**src/hw/rtl/pll_fractional_param_solver_macros.svh**
```systemverilog
// ----------------------------------------------------------------------------
// PLL fractional parameter solver assertion macros
// Short forms for the concurrent checks used in the solver RTL.
// ----------------------------------------------------------------------------
`ifndef PLL_FRACTIONAL_PARAM_SOLVER_MACROS_SVH
`define PLL_FRACTIONAL_PARAM_SOLVER_MACROS_SVH

// Same-cycle implication, disabled while reset is asserted.
`define PFPS_ASSERT_IMP(name, clk, rst_n, ante, cons) \
	name: assert property (@(posedge clk) disable iff (!rst_n) (ante) |-> (cons)) \
		else $error("pfps: assertion failed");

// Next-cycle implication, disabled while reset is asserted.
`define PFPS_ASSERT_NXT(name, clk, rst_n, ante, cons) \
	name: assert property (@(posedge clk) disable iff (!rst_n) (ante) |=> (cons)) \
		else $error("pfps: assertion failed");

`endif

```
**src/hw/rtl/pfps_pkg.sv**
```systemverilog
// ----------------------------------------------------------------------------
// PLL fractional parameter solver package
// Widths, limits, reset values, codes and shared types of the solver.
// ----------------------------------------------------------------------------
`default_nettype none

package pfps_pkg;

	// Field widths.
	localparam int unsigned REF_W      = 26;
	localparam int unsigned TGT_W      = 32;
	localparam int unsigned DEN_W      = 16;
	localparam int unsigned FRAC_W     = 16;
	localparam int unsigned STATUS_W   = 3;
	localparam int unsigned PREDIV_W   = 5;
	localparam int unsigned INT_W      = 4;
	localparam int unsigned CFG_IDX_W  = 1;
	localparam int unsigned CFG_DATA_W = 26;

	// Search limits and the lowest usable integer factor.
	localparam int unsigned PFPS_PD_LIMIT  = 16;
	localparam int unsigned PFPS_MFI_LIMIT = 15;
	localparam int unsigned MFI_FLOOR      = 5;

	// Register reset values.
	localparam logic [REF_W-1:0] RESET_TABLE_REF = REF_W'(24000000);
	localparam logic [DEN_W-1:0] RESET_TABLE_DEN = DEN_W'(24 * 16);

	// Register indexes on the configuration channel.
	localparam logic [CFG_IDX_W-1:0] CFG_IDX_TABLE_REF = 1'b0;
	localparam logic [CFG_IDX_W-1:0] CFG_IDX_TABLE_DEN = 1'b1;

	// Result status codes.
	typedef enum logic [STATUS_W-1:0] {
		ST_OK          = 3'd0,
		ST_RANGE       = 3'd1,
		ST_UNKNOWN_REF = 3'd2,
		ST_TOO_LARGE   = 3'd3,
		ST_NO_PD       = 3'd4
	} pfps_status_t;

	// Solver sequencer states.
	typedef enum logic [3:0] {
		S_IDLE,
		S_CHECK,
		S_SEARCH,
		S_MFI,
		S_MUL,
		S_DIV_F,
		S_GCD,
		S_RED_N,
		S_RED_D,
		S_DONE
	} pfps_state_t;

	// One result item.
	typedef struct packed {
		pfps_status_t        status;
		logic [PREDIV_W-1:0] prediv;
		logic [INT_W-1:0]    int_factor;
		logic [FRAC_W-1:0]   frac_numerator;
		logic [FRAC_W-1:0]   frac_denominator;
	} pfps_res_t;

endpackage

`default_nettype wire

```
**src/hw/rtl/pfps_req_if.sv**
```systemverilog
// ----------------------------------------------------------------------------
// Solver request channel
// Carries the reference and target frequency of one request transaction.
// ----------------------------------------------------------------------------
`default_nettype none

interface pfps_req_if import pfps_pkg::*; ();
	logic             valid;
	logic             ready;
	logic [REF_W-1:0] ref_hz;
	logic [TGT_W-1:0] target_hz;

	modport source (output valid, output ref_hz, output target_hz, input ready);
	modport sink (input valid, input ref_hz, input target_hz, output ready);
endinterface

`default_nettype wire

```
**src/hw/rtl/pfps_rsp_if.sv**
```systemverilog
// ----------------------------------------------------------------------------
// Solver response channel
// Carries the status and PLL settings of one response transaction.
// ----------------------------------------------------------------------------
`default_nettype none

interface pfps_rsp_if import pfps_pkg::*; ();
	logic                valid;
	logic                ready;
	logic [STATUS_W-1:0] status;
	logic [PREDIV_W-1:0] prediv;
	logic [INT_W-1:0]    int_factor;
	logic [FRAC_W-1:0]   frac_numerator;
	logic [FRAC_W-1:0]   frac_denominator;

	modport source (
		output valid, output status, output prediv, output int_factor,
		output frac_numerator, output frac_denominator, input ready
	);
	modport sink (
		input valid, input status, input prediv, input int_factor,
		input frac_numerator, input frac_denominator, output ready
	);
endinterface

`default_nettype wire

```
**src/hw/rtl/pfps_cfg_if.sv**
```systemverilog
// ----------------------------------------------------------------------------
// Solver configuration write channel
// Carries a register index and write data for one write transaction.
// ----------------------------------------------------------------------------
`default_nettype none

interface pfps_cfg_if import pfps_pkg::*; ();
	logic                  valid;
	logic                  ready;
	logic [CFG_IDX_W-1:0]  index;
	logic [CFG_DATA_W-1:0] data;

	modport source (output valid, output index, output data, input ready);
	modport sink (input valid, input index, input data, output ready);
endinterface

`default_nettype wire

```
**src/hw/rtl/pfps_core.sv**
```systemverilog
// ----------------------------------------------------------------------------
// PLL fractional parameter solver core
// Sequencer that checks a request, searches the predivider, and computes and
// reduces the fraction on one shared subtractor.
// ----------------------------------------------------------------------------
`default_nettype none

`include "pll_fractional_param_solver_macros.svh"

module pfps_core import pfps_pkg::*; #(
	parameter int unsigned PD_LIMIT  = PFPS_PD_LIMIT,
	parameter int unsigned MFI_LIMIT = PFPS_MFI_LIMIT
) (
	input  logic             clk,
	input  logic             arst_n,
	input  logic             start,
	input  logic [REF_W-1:0] ref_hz,
	input  logic [TGT_W-1:0] target_hz,
	input  logic [REF_W-1:0] table_ref_hz,
	input  logic [DEN_W-1:0] table_denominator,
	output logic             idle,
	output logic             res_valid,
	input  logic             res_ready,
	output pfps_res_t        res
);

	localparam int unsigned PD_W   = $clog2(PD_LIMIT + 1);
	localparam int unsigned MFI_W  = $clog2(MFI_LIMIT + 1);
	localparam int unsigned ACC_W  = TGT_W + PD_W;
	localparam int unsigned A_W    = ACC_W - 2;
	localparam int unsigned SUB_W  = REF_W + MFI_W;
	localparam int unsigned HI_MUL = 4 * MFI_LIMIT;
	localparam int unsigned HI_W   = REF_W + $clog2(HI_MUL + 1);
	localparam int unsigned LO_W   = TGT_W + 1 + PD_W;
	localparam int unsigned CMP_W  = (HI_W > TGT_W) ? HI_W : TGT_W;
	localparam int unsigned PROD_W = REF_W + FRAC_W;
	localparam int unsigned CNT_W  = $clog2(FRAC_W);

	pfps_state_t             state_q, state_d;
	logic [REF_W-1:0]        ref_q, ref_d;
	logic [TGT_W-1:0]        tgt_q, tgt_d;
	logic [PD_W-1:0]         pd_q, pd_d;
	logic [ACC_W-1:0]        acc_q, acc_d;
	logic [MFI_W-1:0]        mfi_q, mfi_d;
	logic [SUB_W-1:0]        rem_q, rem_d;
	logic [FRAC_W-1:0]       dq_q, dq_d;
	logic [REF_W-1:0]        div_q, div_d;
	logic [CNT_W-1:0]        cnt_q, cnt_d;
	logic [DEN_W-1:0]        mfd_q, mfd_d;
	logic [FRAC_W-1:0]       mfn_q, mfn_d;
	logic [FRAC_W-1:0]       ga_q, ga_d;
	logic [FRAC_W-1:0]       gb_q, gb_d;
	logic [SUB_W-1:0]        lim_hi_q, lim_hi_d;
	logic [SUB_W-1:0]        lim_lo_q, lim_lo_d;
	pfps_res_t               res_q, res_d;

	// Shared subtractor with its operand selection.
	logic [SUB_W-1:0]        sub_x, sub_y;
	logic [SUB_W:0]          sub_diff;
	logic                    sub_borrow;
	logic                    gcd_swap;

	// Helper values for the individual steps.
	logic [LO_W-1:0]         ref_x8;
	logic [LO_W-1:0]         tgt_lo;
	logic [HI_W-1:0]         hi_val;
	logic                    range_bad;
	logic [A_W-1:0]          a_val;
	logic [PROD_W-1:0]       prod;
	logic [FRAC_W-1:0]       quot;
	logic                    div_state;

	assign sub_diff   = {1'b0, sub_x} - {1'b0, sub_y};
	assign sub_borrow = sub_diff[SUB_W];
	assign gcd_swap   = gb_q > ga_q;
	assign div_state  = (state_q == S_DIV_F) || (state_q == S_RED_N) || (state_q == S_RED_D);

	always_comb begin
		case (state_q)
			S_MFI: begin
				sub_x = rem_q;
				sub_y = {{(SUB_W - REF_W){1'b0}}, ref_q};
			end
			S_DIV_F, S_RED_N, S_RED_D: begin
				sub_x = {rem_q[SUB_W-2:0], dq_q[FRAC_W-1]};
				sub_y = {{(SUB_W - REF_W){1'b0}}, div_q};
			end
			S_GCD: begin
				sub_x = {{(SUB_W - FRAC_W){1'b0}}, gcd_swap ? gb_q : ga_q};
				sub_y = {{(SUB_W - FRAC_W){1'b0}}, gcd_swap ? ga_q : gb_q};
			end
			default: begin
				sub_x = '0;
				sub_y = '0;
			end
		endcase
	end

	// Range bounds: the target lies below ref*8/PD_LIMIT rounded down exactly
	// when (target+1)*PD_LIMIT does not exceed ref*8; the top is 4*MFI_LIMIT*ref.
	assign ref_x8    = LO_W'({ref_q, 3'b000});
	assign tgt_lo    = (LO_W'(tgt_q) + LO_W'(1)) * LO_W'(PD_LIMIT);
	assign hi_val    = {{(HI_W - REF_W){1'b0}}, ref_q} * HI_W'(HI_MUL);
	assign range_bad = (tgt_lo <= ref_x8) || (CMP_W'(tgt_q) > CMP_W'(hi_val));

	// Quarter of target*pd, and the scaled remainder product.
	assign a_val = acc_q[ACC_W-1:2];
	assign prod  = {{FRAC_W{1'b0}}, rem_q[REF_W-1:0]} * {{REF_W{1'b0}}, mfd_q};

	// Quotient register after the current restoring division step.
	assign quot = {dq_q[FRAC_W-2:0], ~sub_borrow};

	// Next state and datapath.
	always_comb begin
		state_d  = state_q;
		ref_d    = ref_q;
		tgt_d    = tgt_q;
		pd_d     = pd_q;
		acc_d    = acc_q;
		mfi_d    = mfi_q;
		rem_d    = rem_q;
		dq_d     = dq_q;
		div_d    = div_q;
		cnt_d    = cnt_q;
		mfd_d    = mfd_q;
		mfn_d    = mfn_q;
		ga_d     = ga_q;
		gb_d     = gb_q;
		lim_hi_d = lim_hi_q;
		lim_lo_d = lim_lo_q;
		res_d    = res_q;
		idle     = 1'b0;
		res_valid = 1'b0;

		case (state_q)
			S_IDLE: begin
				idle = 1'b1;
				if (start) begin
					ref_d   = ref_hz;
					tgt_d   = target_hz;
					state_d = S_CHECK;
				end
			end

			// Reject bad requests, then prepare the predivider search.
			S_CHECK: begin
				mfd_d    = table_denominator;
				acc_d    = ACC_W'(tgt_q);
				pd_d     = PD_W'(1);
				mfi_d    = '0;
				lim_hi_d = {{MFI_W{1'b0}}, ref_q} * SUB_W'(MFI_LIMIT + 1);
				lim_lo_d = {{MFI_W{1'b0}}, ref_q} * SUB_W'(MFI_FLOOR);
				res_d    = '0;
				if (range_bad) begin
					res_d.status = ST_RANGE;
					state_d      = S_DONE;
				end else if ((ref_q == '0) || (ref_q != table_ref_hz)) begin
					res_d.status = ST_UNKNOWN_REF;
					state_d      = S_DONE;
				end else begin
					state_d = S_SEARCH;
				end
			end

			// One predivider per cycle; stop at the first usable factor.
			S_SEARCH: begin
				res_d = '0;
				if (a_val >= {{(A_W - SUB_W){1'b0}}, lim_hi_q}) begin
					res_d.status = ST_TOO_LARGE;
					state_d      = S_DONE;
				end else if (a_val >= {{(A_W - SUB_W){1'b0}}, lim_lo_q}) begin
					rem_d   = SUB_W'(a_val);
					state_d = S_MFI;
				end else if (pd_q == PD_W'(PD_LIMIT)) begin
					res_d.status = ST_NO_PD;
					state_d      = S_DONE;
				end else begin
					pd_d  = pd_q + PD_W'(1);
					acc_d = acc_q + ACC_W'(tgt_q);
				end
			end

			// Integer factor by repeated subtraction of ref; the rest stays in rem.
			S_MFI: begin
				if (!sub_borrow) begin
					rem_d = sub_diff[SUB_W-1:0];
					mfi_d = mfi_q + MFI_W'(1);
				end else begin
					state_d = S_MUL;
				end
			end

			// Scale the rest by the denominator and set up the division by ref.
			S_MUL: begin
				rem_d   = {{(SUB_W - REF_W){1'b0}}, prod[PROD_W-1:FRAC_W]};
				dq_d    = prod[FRAC_W-1:0];
				div_d   = ref_q;
				cnt_d   = CNT_W'(FRAC_W - 1);
				state_d = S_DIV_F;
			end

			// Restoring division steps shared by the three divisions.
			S_DIV_F, S_RED_N, S_RED_D: begin
				rem_d = sub_borrow ? sub_x : sub_diff[SUB_W-1:0];
				dq_d  = quot;
				cnt_d = cnt_q - CNT_W'(1);
				if (cnt_q == '0) begin
					cnt_d = CNT_W'(FRAC_W - 1);
					rem_d = '0;
					case (state_q)
						S_DIV_F: begin
							if (quot == '0) begin
								res_d.status           = ST_OK;
								res_d.prediv           = PREDIV_W'(pd_q);
								res_d.int_factor       = INT_W'(mfi_q);
								res_d.frac_numerator   = '0;
								res_d.frac_denominator = mfd_q;
								state_d                = S_DONE;
							end else begin
								mfn_d   = quot;
								ga_d    = mfd_q;
								gb_d    = quot;
								state_d = S_GCD;
							end
						end
						S_RED_N: begin
							mfn_d   = quot;
							dq_d    = mfd_q;
							state_d = S_RED_D;
						end
						default: begin
							res_d.status           = ST_OK;
							res_d.prediv           = PREDIV_W'(pd_q);
							res_d.int_factor       = INT_W'(mfi_q);
							res_d.frac_numerator   = mfn_q;
							res_d.frac_denominator = quot;
							state_d                = S_DONE;
						end
					endcase
				end
			end

			// Subtraction GCD; when a reaches zero, b holds the divisor.
			S_GCD: begin
				if (ga_q == '0) begin
					rem_d   = '0;
					dq_d    = mfn_q;
					div_d   = {{(REF_W - FRAC_W){1'b0}}, gb_q};
					cnt_d   = CNT_W'(FRAC_W - 1);
					state_d = S_RED_N;
				end else begin
					ga_d = sub_diff[FRAC_W-1:0];
					if (gcd_swap) begin
						gb_d = ga_q;
					end
				end
			end

			S_DONE: begin
				res_valid = 1'b1;
				if (res_ready) begin
					state_d = S_IDLE;
				end
			end

			default: begin
				state_d = S_IDLE;
			end
		endcase
	end

	// State register.
	always_ff @(posedge clk or negedge arst_n) begin
		if (!arst_n) begin
			state_q <= S_IDLE;
		end else begin
			state_q <= state_d;
		end
	end

	// Datapath registers.
	always_ff @(posedge clk) begin
		ref_q    <= ref_d;
		tgt_q    <= tgt_d;
		pd_q     <= pd_d;
		acc_q    <= acc_d;
		mfi_q    <= mfi_d;
		rem_q    <= rem_d;
		dq_q     <= dq_d;
		div_q    <= div_d;
		cnt_q    <= cnt_d;
		mfd_q    <= mfd_d;
		mfn_q    <= mfn_d;
		ga_q     <= ga_d;
		gb_q     <= gb_d;
		lim_hi_q <= lim_hi_d;
		lim_lo_q <= lim_lo_d;
		res_q    <= res_d;
	end

	assign res = res_q;

	// A good result carries a factor and predivider inside their limits.
	`PFPS_ASSERT_IMP(a_ok_limits, clk, arst_n, (state_q == S_DONE) && (res_q.status == ST_OK), (res_q.int_factor >= INT_W'(MFI_FLOOR)) && (res_q.int_factor <= INT_W'(MFI_LIMIT)) && (res_q.prediv != '0) && (res_q.prediv <= PREDIV_W'(PD_LIMIT)))
	// An error result has all settings cleared.
	`PFPS_ASSERT_IMP(a_err_zero, clk, arst_n, (state_q == S_DONE) && (res_q.status != ST_OK), (res_q.prediv == '0) && (res_q.int_factor == '0) && (res_q.frac_numerator == '0) && (res_q.frac_denominator == '0))
	// The GCD never runs with a zero second operand.
	`PFPS_ASSERT_IMP(a_gcd_b_nonzero, clk, arst_n, state_q == S_GCD, gb_q != '0)
	// The partial remainder stays below the divisor, so no quotient bit is lost.
	`PFPS_ASSERT_IMP(a_div_rem, clk, arst_n, div_state, rem_q < {{(SUB_W - REF_W){1'b0}}, div_q})
	// A finished result holds until it is taken.
	`PFPS_ASSERT_NXT(a_done_hold, clk, arst_n, (state_q == S_DONE) && !res_ready, (state_q == S_DONE) && $stable(res_q))

endmodule

`default_nettype wire

```
**src/hw/rtl/pll_fractional_param_solver.sv**
```systemverilog
// ----------------------------------------------------------------------------
// PLL fractional parameter solver
// Finds predivider, integer factor and reduced fraction for a fractional-N PLL.
// ----------------------------------------------------------------------------
// The solver takes one request transaction at a time and holds req.ready low
// until that request's result has moved into the output register. A request
// rejected by the range or reference check goes straight to the result
// hand-off. A solved request runs the check, the predivider search (one search
// step per value tried), the integer factor loop (one subtraction each, plus
// one step that ends the loop), the multiply, the 16-step division for the
// numerator, the subtraction GCD (one subtraction each, at most as many as the
// denominator value and so at most 65535, plus one step that ends it), the two
// 16-step reductions, the result hand-off and the return to idle. A zero
// numerator skips the GCD and the reduction. The integer factor, the divisions
// and the GCD run on a single shared subtractor. While a result waits in the
// output register, the next request can already be accepted and solved.
`default_nettype none

module pll_fractional_param_solver import pfps_pkg::*; #(
	parameter int unsigned PD_LIMIT  = PFPS_PD_LIMIT,
	parameter int unsigned MFI_LIMIT = PFPS_MFI_LIMIT
) (
	input  logic        clk,
	input  logic        arst_n,
	pfps_req_if.sink    req,
	pfps_rsp_if.source  rsp,
	pfps_cfg_if.sink    cfg
);

	logic [REF_W-1:0] table_ref_q;
	logic [DEN_W-1:0] table_den_q;
	logic             core_idle;
	logic             core_start;
	logic             core_res_valid;
	logic             core_res_ready;
	pfps_res_t        core_res;
	logic             out_valid_q;
	pfps_res_t        out_q;

	// Configuration registers; writes are always taken.
	assign cfg.ready = 1'b1;

	always_ff @(posedge clk or negedge arst_n) begin
		if (!arst_n) begin
			table_ref_q <= RESET_TABLE_REF;
			table_den_q <= RESET_TABLE_DEN;
		end else if (cfg.valid) begin
			case (cfg.index)
				CFG_IDX_TABLE_REF: table_ref_q <= cfg.data[REF_W-1:0];
				CFG_IDX_TABLE_DEN: table_den_q <= cfg.data[DEN_W-1:0];
				default: ;
			endcase
		end
	end

	// Request side.
	assign req.ready  = core_idle;
	assign core_start = req.valid & core_idle;

	pfps_core #(
		.PD_LIMIT  (PD_LIMIT),
		.MFI_LIMIT (MFI_LIMIT)
	) u_core (
		.clk               (clk),
		.arst_n            (arst_n),
		.start             (core_start),
		.ref_hz            (req.ref_hz),
		.target_hz         (req.target_hz),
		.table_ref_hz      (table_ref_q),
		.table_denominator (table_den_q),
		.idle              (core_idle),
		.res_valid         (core_res_valid),
		.res_ready         (core_res_ready),
		.res               (core_res)
	);

	// Output register: frees the core as soon as a result is moved here.
	assign core_res_ready = !out_valid_q || rsp.ready;

	always_ff @(posedge clk or negedge arst_n) begin
		if (!arst_n) begin
			out_valid_q <= 1'b0;
		end else if (core_res_valid && core_res_ready) begin
			out_valid_q <= 1'b1;
		end else if (rsp.ready) begin
			out_valid_q <= 1'b0;
		end
	end

	always_ff @(posedge clk) begin
		if (core_res_valid && core_res_ready) begin
			out_q <= core_res;
		end
	end

	assign rsp.valid            = out_valid_q;
	assign rsp.status           = out_q.status;
	assign rsp.prediv           = out_q.prediv;
	assign rsp.int_factor       = out_q.int_factor;
	assign rsp.frac_numerator   = out_q.frac_numerator;
	assign rsp.frac_denominator = out_q.frac_denominator;

endmodule

`default_nettype wire
```
**src/flat_wrapper.sv**
```systemverilog
// flat-port wrapper written by rule: the top's interface ports become plain ports
module pll_fractional_param_solver_flat import pfps_pkg::*;
#(
	parameter int unsigned PD_LIMIT  = PFPS_PD_LIMIT,
	parameter int unsigned MFI_LIMIT = PFPS_MFI_LIMIT
)
  (clk, arst_n, req_valid, req_ref_hz, req_target_hz, req_ready, rsp_valid, rsp_status, rsp_prediv, rsp_int_factor, rsp_frac_numerator, rsp_frac_denominator, rsp_ready, cfg_valid, cfg_index, cfg_data, cfg_ready);
  pfps_req_if req_i ();
  pfps_rsp_if rsp_i ();
  pfps_cfg_if cfg_i ();
  input  logic clk;
  input  logic arst_n;
  input wire logic [$bits(req_i.valid)-1:0] req_valid;
  input wire logic [$bits(req_i.ref_hz)-1:0] req_ref_hz;
  input wire logic [$bits(req_i.target_hz)-1:0] req_target_hz;
  output wire logic [$bits(req_i.ready)-1:0] req_ready;
  output wire logic [$bits(rsp_i.valid)-1:0] rsp_valid;
  output wire logic [$bits(rsp_i.status)-1:0] rsp_status;
  output wire logic [$bits(rsp_i.prediv)-1:0] rsp_prediv;
  output wire logic [$bits(rsp_i.int_factor)-1:0] rsp_int_factor;
  output wire logic [$bits(rsp_i.frac_numerator)-1:0] rsp_frac_numerator;
  output wire logic [$bits(rsp_i.frac_denominator)-1:0] rsp_frac_denominator;
  input wire logic [$bits(rsp_i.ready)-1:0] rsp_ready;
  input wire logic [$bits(cfg_i.valid)-1:0] cfg_valid;
  input wire logic [$bits(cfg_i.index)-1:0] cfg_index;
  input wire logic [$bits(cfg_i.data)-1:0] cfg_data;
  output wire logic [$bits(cfg_i.ready)-1:0] cfg_ready;
  assign req_i.valid = req_valid;
  assign req_i.ref_hz = req_ref_hz;
  assign req_i.target_hz = req_target_hz;
  assign req_ready = req_i.ready;
  assign rsp_valid = rsp_i.valid;
  assign rsp_status = rsp_i.status;
  assign rsp_prediv = rsp_i.prediv;
  assign rsp_int_factor = rsp_i.int_factor;
  assign rsp_frac_numerator = rsp_i.frac_numerator;
  assign rsp_frac_denominator = rsp_i.frac_denominator;
  assign rsp_i.ready = rsp_ready;
  assign cfg_i.valid = cfg_valid;
  assign cfg_i.index = cfg_index;
  assign cfg_i.data = cfg_data;
  assign cfg_ready = cfg_i.ready;
  pll_fractional_param_solver #(.PD_LIMIT(PD_LIMIT), .MFI_LIMIT(MFI_LIMIT)) u_core (.clk(clk), .arst_n(arst_n), .req(req_i), .rsp(rsp_i), .cfg(cfg_i));
endmodule
```
**config.mk**
```make
export PLATFORM = sky130hd
export DESIGN_NAME = pll_fractional_param_solver_flat
export DESIGN_NICKNAME = d
export VERILOG_FILES = /design/src/hw/rtl/pfps_pkg.sv /design/src/hw/rtl/pfps_req_if.sv /design/src/hw/rtl/pfps_rsp_if.sv /design/src/hw/rtl/pfps_cfg_if.sv /design/src/hw/rtl/pfps_core.sv /design/src/hw/rtl/pll_fractional_param_solver.sv /design/src/flat_wrapper.sv
export VERILOG_INCLUDE_DIRS = /design/src /design/src/hw/rtl
export SDC_FILE = /design/constraint.sdc
export NUM_CORES = 2
export LEC_CHECK = 0
export BUFFER_PORTS_ARGS = -buffer_cell sky130_fd_sc_hd__buf_2
export CORE_AREA = 2 2 271 273
export DETAILED_ROUTE_END_ITERATION = 7
export DIE_AREA = 0 0 273 275
export GPL_ROUTABILITY_DRIVEN = 0
export GPL_TIMING_DRIVEN = 1
export PLACE_DENSITY = 0.78
export SKIP_CTS_REPAIR_TIMING = 1
export SLEW_MARGIN = 40
export SYNTH_ARGS = -nofsm -noshare
export SYNTH_HDL_FRONTEND = slang
export SYNTH_SLANG_ARGS = --single-unit
```
**constraint.sdc**
```tcl
create_clock -name clk -period 7.95 [get_ports clk]
set_clock_uncertainty 0.2 [all_clocks]
set_input_delay 1.1925 -clock clk [delete_from_list [all_inputs] [get_ports clk]]
set_output_delay 1.1925 -clock clk [all_outputs]
set_load 0.03 [all_outputs]
```
; After elaboration in Yosys (flattened, before gate mapping)
; Cells that the tools add are included.
[classes]
n_addsub = 6
n_lt_le_gt_ge = 5
n_bitwise = 3
n_mul = 3
mux = 67
n_reduce_logical = 32
eq_ne = 28
[ops]
columns = operator, count
row1 = 2-to-1 mux 16 bit, 13
row2 = 2-to-1 mux 30 bit, 6
row3 = one-hot mux 30 bit (5 select lines), 1
row4 = one-hot mux 44 bit (3 select lines), 1
row5 = 2-to-1 mux 37 bit, 3
row6 = one-hot mux 16 bit (2 select lines), 3
row7 = one-hot mux 30 bit (3 select lines), 1
row8 = 2-to-1 mux 44 bit, 2
row9 = one-hot mux 44 bit (2 select lines), 1
row10 = one-hot mux 26 bit (3 select lines), 1
row11 = one-hot mux 37 bit (2 select lines), 1
row12 = 2-to-1 mux 4 bit, 14
row13 = one-hot mux 26 bit (2 select lines), 1
row14 = one-hot mux 16 bit (3 select lines), 1
row15 = multiplier 26 x 16 -> 42 bit, 1
row16 = adder 37 x 32 -> 37 bit, 1
row17 = <= comparator 37 x 29 -> 1 bit, 1
row18 = greater-or-equal comparator 35 x 29 -> 1 bit, 1
row19 = greater-or-equal comparator 35 x 30 -> 1 bit, 1
row20 = adder 32 x 1 -> 33 bit (second input constant), 1
row21 = > comparator 32 bit, 1
row22 = logical NOT 16 bit, 2
row23 = one-hot mux 4 bit (8 select lines), 1
row24 = subtractor 30 x 26 -> 31 bit, 1
row25 = other kinds (39), 84
[totals]
regBits = 434
word_cells = 173
output_inout_bits = 47

; Logic depth before layout (Yosys ltp)
[depth]
ltp_word = 10
depth_mapped = 27

; Modules after synthesis
; Synthesis repeated with hierarchy kept, for this count alone.
[hier_totals]
cells_unflattened = 4149
area_unflattened_um2 = 41643.7
[modules_own_cells]
columns = module, seq_area_each_um2, area_per_inst_um2, instances, cells_each
row1 = pfps_core, 10339.9, 38564.5, 1, 4008
row2 = pll_fractional_param_solver, 2412.3, 3079.2, 1, 141

; Worst setup path before layout
; Ideal clock, no wire load.
[synth_path]
kind = register -> register
startpoint = register u_core.u_core.gb_q[9]
endpoint = register u_core.u_core.res_q (netlist bit u_core.u_core.res[0]), enable pin
arrival_ns = 6.887
synth_period_minus_slack_ns = 7.538
setup_slack_ns = 0.412
path_stages_with_launch = 26
setup_time_ns = 0.451
n_path_buf = 3
path_cell_list = edfxtp_1 -> ha_1 -> a21o_1 -> a21o_1 -> a21o_1 -> a211oi_1 -> o31a_1 -> a2bb2oi_2 -> buf_2 -> buf_2 -> nor2_1 -> a21oi_1 -> nor2_1 -> a221oi_1 -> ha_1 -> nor2b_1 -> o2111a_1 -> o31ai_4 -> o221a_2 -> o41ai_4 -> nor3_4 -> buf_6 -> nand4_1 -> o21ai_1 -> a31oi_1 -> o21ai_1
[synth_via]
elab_chain_len = 8
word_cells_on_any_way = 10
cone_classes = add/sub (1) / order compare (1) / eq/ne (1) / mux (4) / bitwise (1) / reduce/logical (2)
[synth_lines]
columns = element, line_no
row1 = from (decl), pfps_core.sv:52  ; logic [FRAC_W-1:0] gb_q, gb_d;
row2 = from (signal assigned), pfps_core.sv:295  ; gb_q <= gb_d;
row3 = > comparator 16 bit, pfps_core.sv:75  ; assign gcd_swap = gb_q > ga_q;
row4 = 2-to-1 mux 16 bit (on tied branches), -
row5 = one-hot mux 30 bit (3 select lines) / one-hot mux 26 bit (3 select lines) (equally long branches), pfps_core.sv:79  ; case (state_q)
row6 = subtractor 30 x 26 -> 31 bit (*), pfps_core.sv:73  ; assign sub_diff = {1'b0, sub_x} - {1'b0, sub_y};
row7 = inverter 1 bit (*), pfps_core.sv:111  ; assign quot = {dq_q[FRAC_W-2:0], ~sub_borrow};
row8 = logical NOT 16 bit (*), pfps_core.sv:212  ; if (quot == '0) begin
row9 = inequality test 3 bit (no line) (*), -
row10 = AND reduction 4 bit (no line) (*), -
row11 = to (signal assigned), pfps_core.sv:298  ; res_q <= res_d;
row12 = to (decl), pfps_core.sv:55  ; pfps_res_t res_q, res_d;
; Mark *: on every way between the ends. The rest lies on a longest branch, timed or not.
; A chain may end at the register's enable or synchronous reset.

; Final worst setup path
[layout_path]
startpoint = register u_core.u_core.mfd_q[9]
endpoint = register u_core.u_core.rem_q[24], data pin
[layout_via]
elab_chain_len = 2
[layout_lines]
columns = element, line_no
row1 = from (decl), pfps_core.sv:49  ; logic [DEN_W-1:0] mfd_q, mfd_d;
row2 = from (signal assigned), pfps_core.sv:292  ; mfd_q <= mfd_d;
row3 = multiplier 26 x 16 -> 42 bit, pfps_core.sv:108  ; assign prod = {{FRAC_W{1'b0}}, rem_q[REF_W-1:0]} * {{REF_W{1'b0}}, mfd_q};
row4 = one-hot mux 30 bit (5 select lines), pfps_core.sv:135  ; case (state_q)
row5 = named net u_core.u_core.rem_d[24], pfps_core.sv:45  ; logic [SUB_W-1:0] rem_q, rem_d;
row6 = to (signal assigned), pfps_core.sv:288  ; rem_q <= rem_d;
row7 = to (decl), pfps_core.sv:45
; The timed path passes the listed nets, and every way through them passes these cells.

==> results.tsv <==
metric	value	unit
status	complete, no violations	
drive_above_1_share	9.79	%
grt_pass1_vias	32447	
power_leakage	20.5	nW
cp-start-kind	flop	
cts.sinks	432	
post_drt_wl_per_cell	22.5	µm
fillers	5879	
rsz0062_at_grt	no	
syn_area	0.0416	mm²
pwr_density_cell	108	mW/mm²
min_path_type	flop to flop	
critical_path_arrival	7.76	ns
drt_iter0_drc	3350	
ir_drop	0.176	mV
grt_pass1_wl	184000	µm
worstSetupPathType	flop to flop	
grt_max_degree	75	
period_minus_slack	7.64	ns
max_cap_violations	0	
tightest_slew	0.927	ns
area_delta_synth_final	8.79	%
tns	0	ns
design.core.area	0.0723	mm²
io_pins	137	
yosysTopAreaCellShare	27.8	%
synth_area_leaders	edfxtp_1 (28%), fa_1 (19%), ha_1 (12%)	
netlist-cell-type-count	108	
yosysTopAreaCell	edfxtp_1	
rows	99	
place_ws	0.449	ns
synth_top_family_by_area	adder cells	
synth-simple-area-share	13.3	%
synth_fa_ha_area_share	30.6	%
yosysWarnings	0	
hold_viol_final	0	
ys_seq_elements	432	
post-synth-top-count-cell	inv_1	
antenna-diode-count	0	
fin_nets	5124	
syn-num-nets	5010	
seq_area_frac_synth	30.7	%
critical_path_required	8.06	ns
clockBufferDepth	3	
portBuffers	135	
synthMuxAreaShare	2.05	%
htree_levels	2	
setup_viol	0	
end_kind	flop	
worstSkewPairLatency	0.61	ns
gr-usage-all-layers	31.9	%
initial_utilization	57.5	%
layout_setup_ws	0.310	ns
die_h	275	µm
relSlewSlack	38.2	%
synth.top_cells.by_count	inv_1 (563), nand2_1 (469), ha_1 (398)	
die_width	273	µm
synth_compound_area_share	12.9	%
synth_xor_area_share	3.92	%
fin_crit_sh	96.1	%
route.detailed.drc	0	
ant_nets	0	
synth_ff_type	edfxtp_1	
vias	32164	
routed_wl	118000	µm
netlist_instances	4136	
async_flop_share	10.9	%
path_max_fanout	17	
grt.overflow.total	0	
syn-mean-instance-area	10.0	µm²
slew_viol_final	0	
max_freq	131	MHz
viasPerCell	6.13	
synth_edf_count	385	
clockRootBuffer	clkbuf_16	
tritoncts	done	
dpl.hpwl	91500	µm
first_pass_iters	6	
dieArea	0.0751	mm²
cts_buffers	48	
clkTransAtPathRegs	0.06	ns
antenna_found_initial	5	
worst max-delay path, cell delays in order (launching register included):
cell and delay (ns):
edfxtp_1 0.91, buf_4 0.29, nand2_1 0.09, fa_1 0.54
fa_1 0.45, fa_1 0.54, inv_1 0.05, fa_1 0.48
fa_1 0.54, inv_1 0.05, fa_1 0.59, inv_1 0.08
ha_1 0.42, a21oi_1 0.15, o21ai_0 0.12, a221oi_1 0.34
o32a_2 0.25, a311oi_2 0.17, o311a_1 0.38, a21oi_1 0.28
o221ai_1 0.17, xnor2_1 0.16, o21ai_1 0.08
logic make-up (layout without fill, tap and decap cells):
group,count (synthesis),in the layout
AOI/OAI and AO/OA,792,792
adders and majority gates,784,784
muxes,79,79
buffers and inverters,726,878
xor gates and xnor gates,186,186
DFF,432,432
and+or+nand+nor,1136,1136
other,1,1
sequential cells by signal, summed over array words and instances, names as in the netlist, 24 cells and up:
| name | count |
|---|---|
| u_core.table_ref_q | 26 |
| u_core.u_core.acc_q | 37 |
| u_core.u_core.div_q | 26 |
| u_core.u_core.lim_hi_q | 24 |
| u_core.u_core.lim_lo_q | 29 |
| u_core.u_core.ref_q | 26 |
| u_core.u_core.rem_q | 30 |
| u_core.u_core.res | 44 |
| u_core.u_core.tgt_q | 32 |
layout make-up:
class / instances / area [µm²] / share of cell area (%)
Clock buffer: 61 / 1330 / 2.95
Clock inverter: 27 / 244 / 0.540
Inverter: 565 / 2120 / 4.69
Multi-Input combinational cell: 2978 / 26200 / 57.9
Sequential cell: 432 / 12800 / 28.2
Tap cell: 959 / 1200 / 2.65
Timing Repair Buffer: 225 / 1390 / 3.08
per-stage QoR:
| step | util (%) | power, mW | instance area, µm² | hold slack [ns] | std cells |
|---|---|---|---|---|---|
| after floorplan | - | 2.60 | 41600 | 0.200 | 4136 |
| final | 62.5 | 4.87 | 45200 | 0.218 | 5247 |
| after global routing | 62.5 | 5.00 | 45200 | 0.223 | 5247 |
| after detailed placement | 60.3 | 2.65 | 43600 | 0.205 | 5156 |
| after global placement | 60.2 | 2.65 | 43600 | 0.202 | 5155 |
| after CTS | 62.5 | 4.90 | 45200 | 0.220 | 5244 |
report_power, final:
part           total (mW)  internal (mW)  switching, mW
combinational      0.0880         0.0535         0.0345
sequential           2.52           2.49         0.0332
clock                2.26           1.29          0.975
layout by cell type, fill, tap and decap left out, types with 14 or more instances in the layout:
| cell | Yosys | layout |
|---|---|---|
| o21ai_1 | 33 | 32 |
| inv_1 | 563 | 562 |
| nand2b_1 | 27 | 27 |
| or3_1 | 17 | 17 |
| a211oi_1 | 18 | 17 |
| buf_4 | 2 | 84 |
| a22o_1 | 14 | 14 |
| nor2b_1 | 26 | 25 |
| buf_2 | 9 | 135 |
| mux2_2 | 47 | 47 |
| nor3_1 | 37 | 31 |
| and3_1 | 35 | 35 |
| o21bai_1 | 23 | 23 |
| fa_1 | 386 | 386 |
| nor4_1 | 16 | 15 |
| xnor2_1 | 119 | 119 |
| a21o_1 | 117 | 116 |
| clkbuf_16 | 0 | 51 |
| xor2_1 | 67 | 67 |
| o21a_1 | 23 | 23 |
| nor2_1 | 160 | 159 |
| a22oi_1 | 40 | 40 |
| nand3_1 | 51 | 51 |
| mux2i_1 | 31 | 31 |
| and2_1 | 206 | 205 |
| a31oi_1 | 19 | 19 |
| ha_1 | 398 | 398 |
| a21oi_1 | 182 | 179 |
| nand4_1 | 47 | 47 |
| o211ai_1 | 14 | 14 |
| dfrtp_1 | 35 | 35 |
| o21ai_0 | 156 | 155 |
| nand2_1 | 469 | 466 |
| a221oi_1 | 28 | 28 |
| edfxtp_1 | 385 | 385 |
final timing paths:
kind | start | end | slack, ns | cells after the start
setup / recovery | u_core.u_core.mfd_q[9] | u_core.u_core.rem_q[24] | 0.31 | 22
hold / removal | u_core.u_core.res[38] | u_core.rsp.prediv[2] | 0.22 | 0
setup reg to reg | u_core.u_core.mfd_q[9] | u_core.u_core.rem_q[24] | 0.31 | 22
hold reg to reg | u_core.u_core.res[38] | u_core.rsp.prediv[2] | 0.22 | 0
max in group asynchronous | arst_n | u_core.u_core.state_q[2] | 6.56 | 2
min in group asynchronous | arst_n | u_core.table_den_q[2] | 0.50 | 2
routing by layer:
metal	global-route usage (%)	vias to the layer above	routed length [µm]
met3	5.83	463	10900
met4	18.0	6	7910
met2	52.7	1630	55200
li1	-	14364	-
met1	39.8	15701	43900
met5	0	-	59
(Power assumes the default switching activity.)
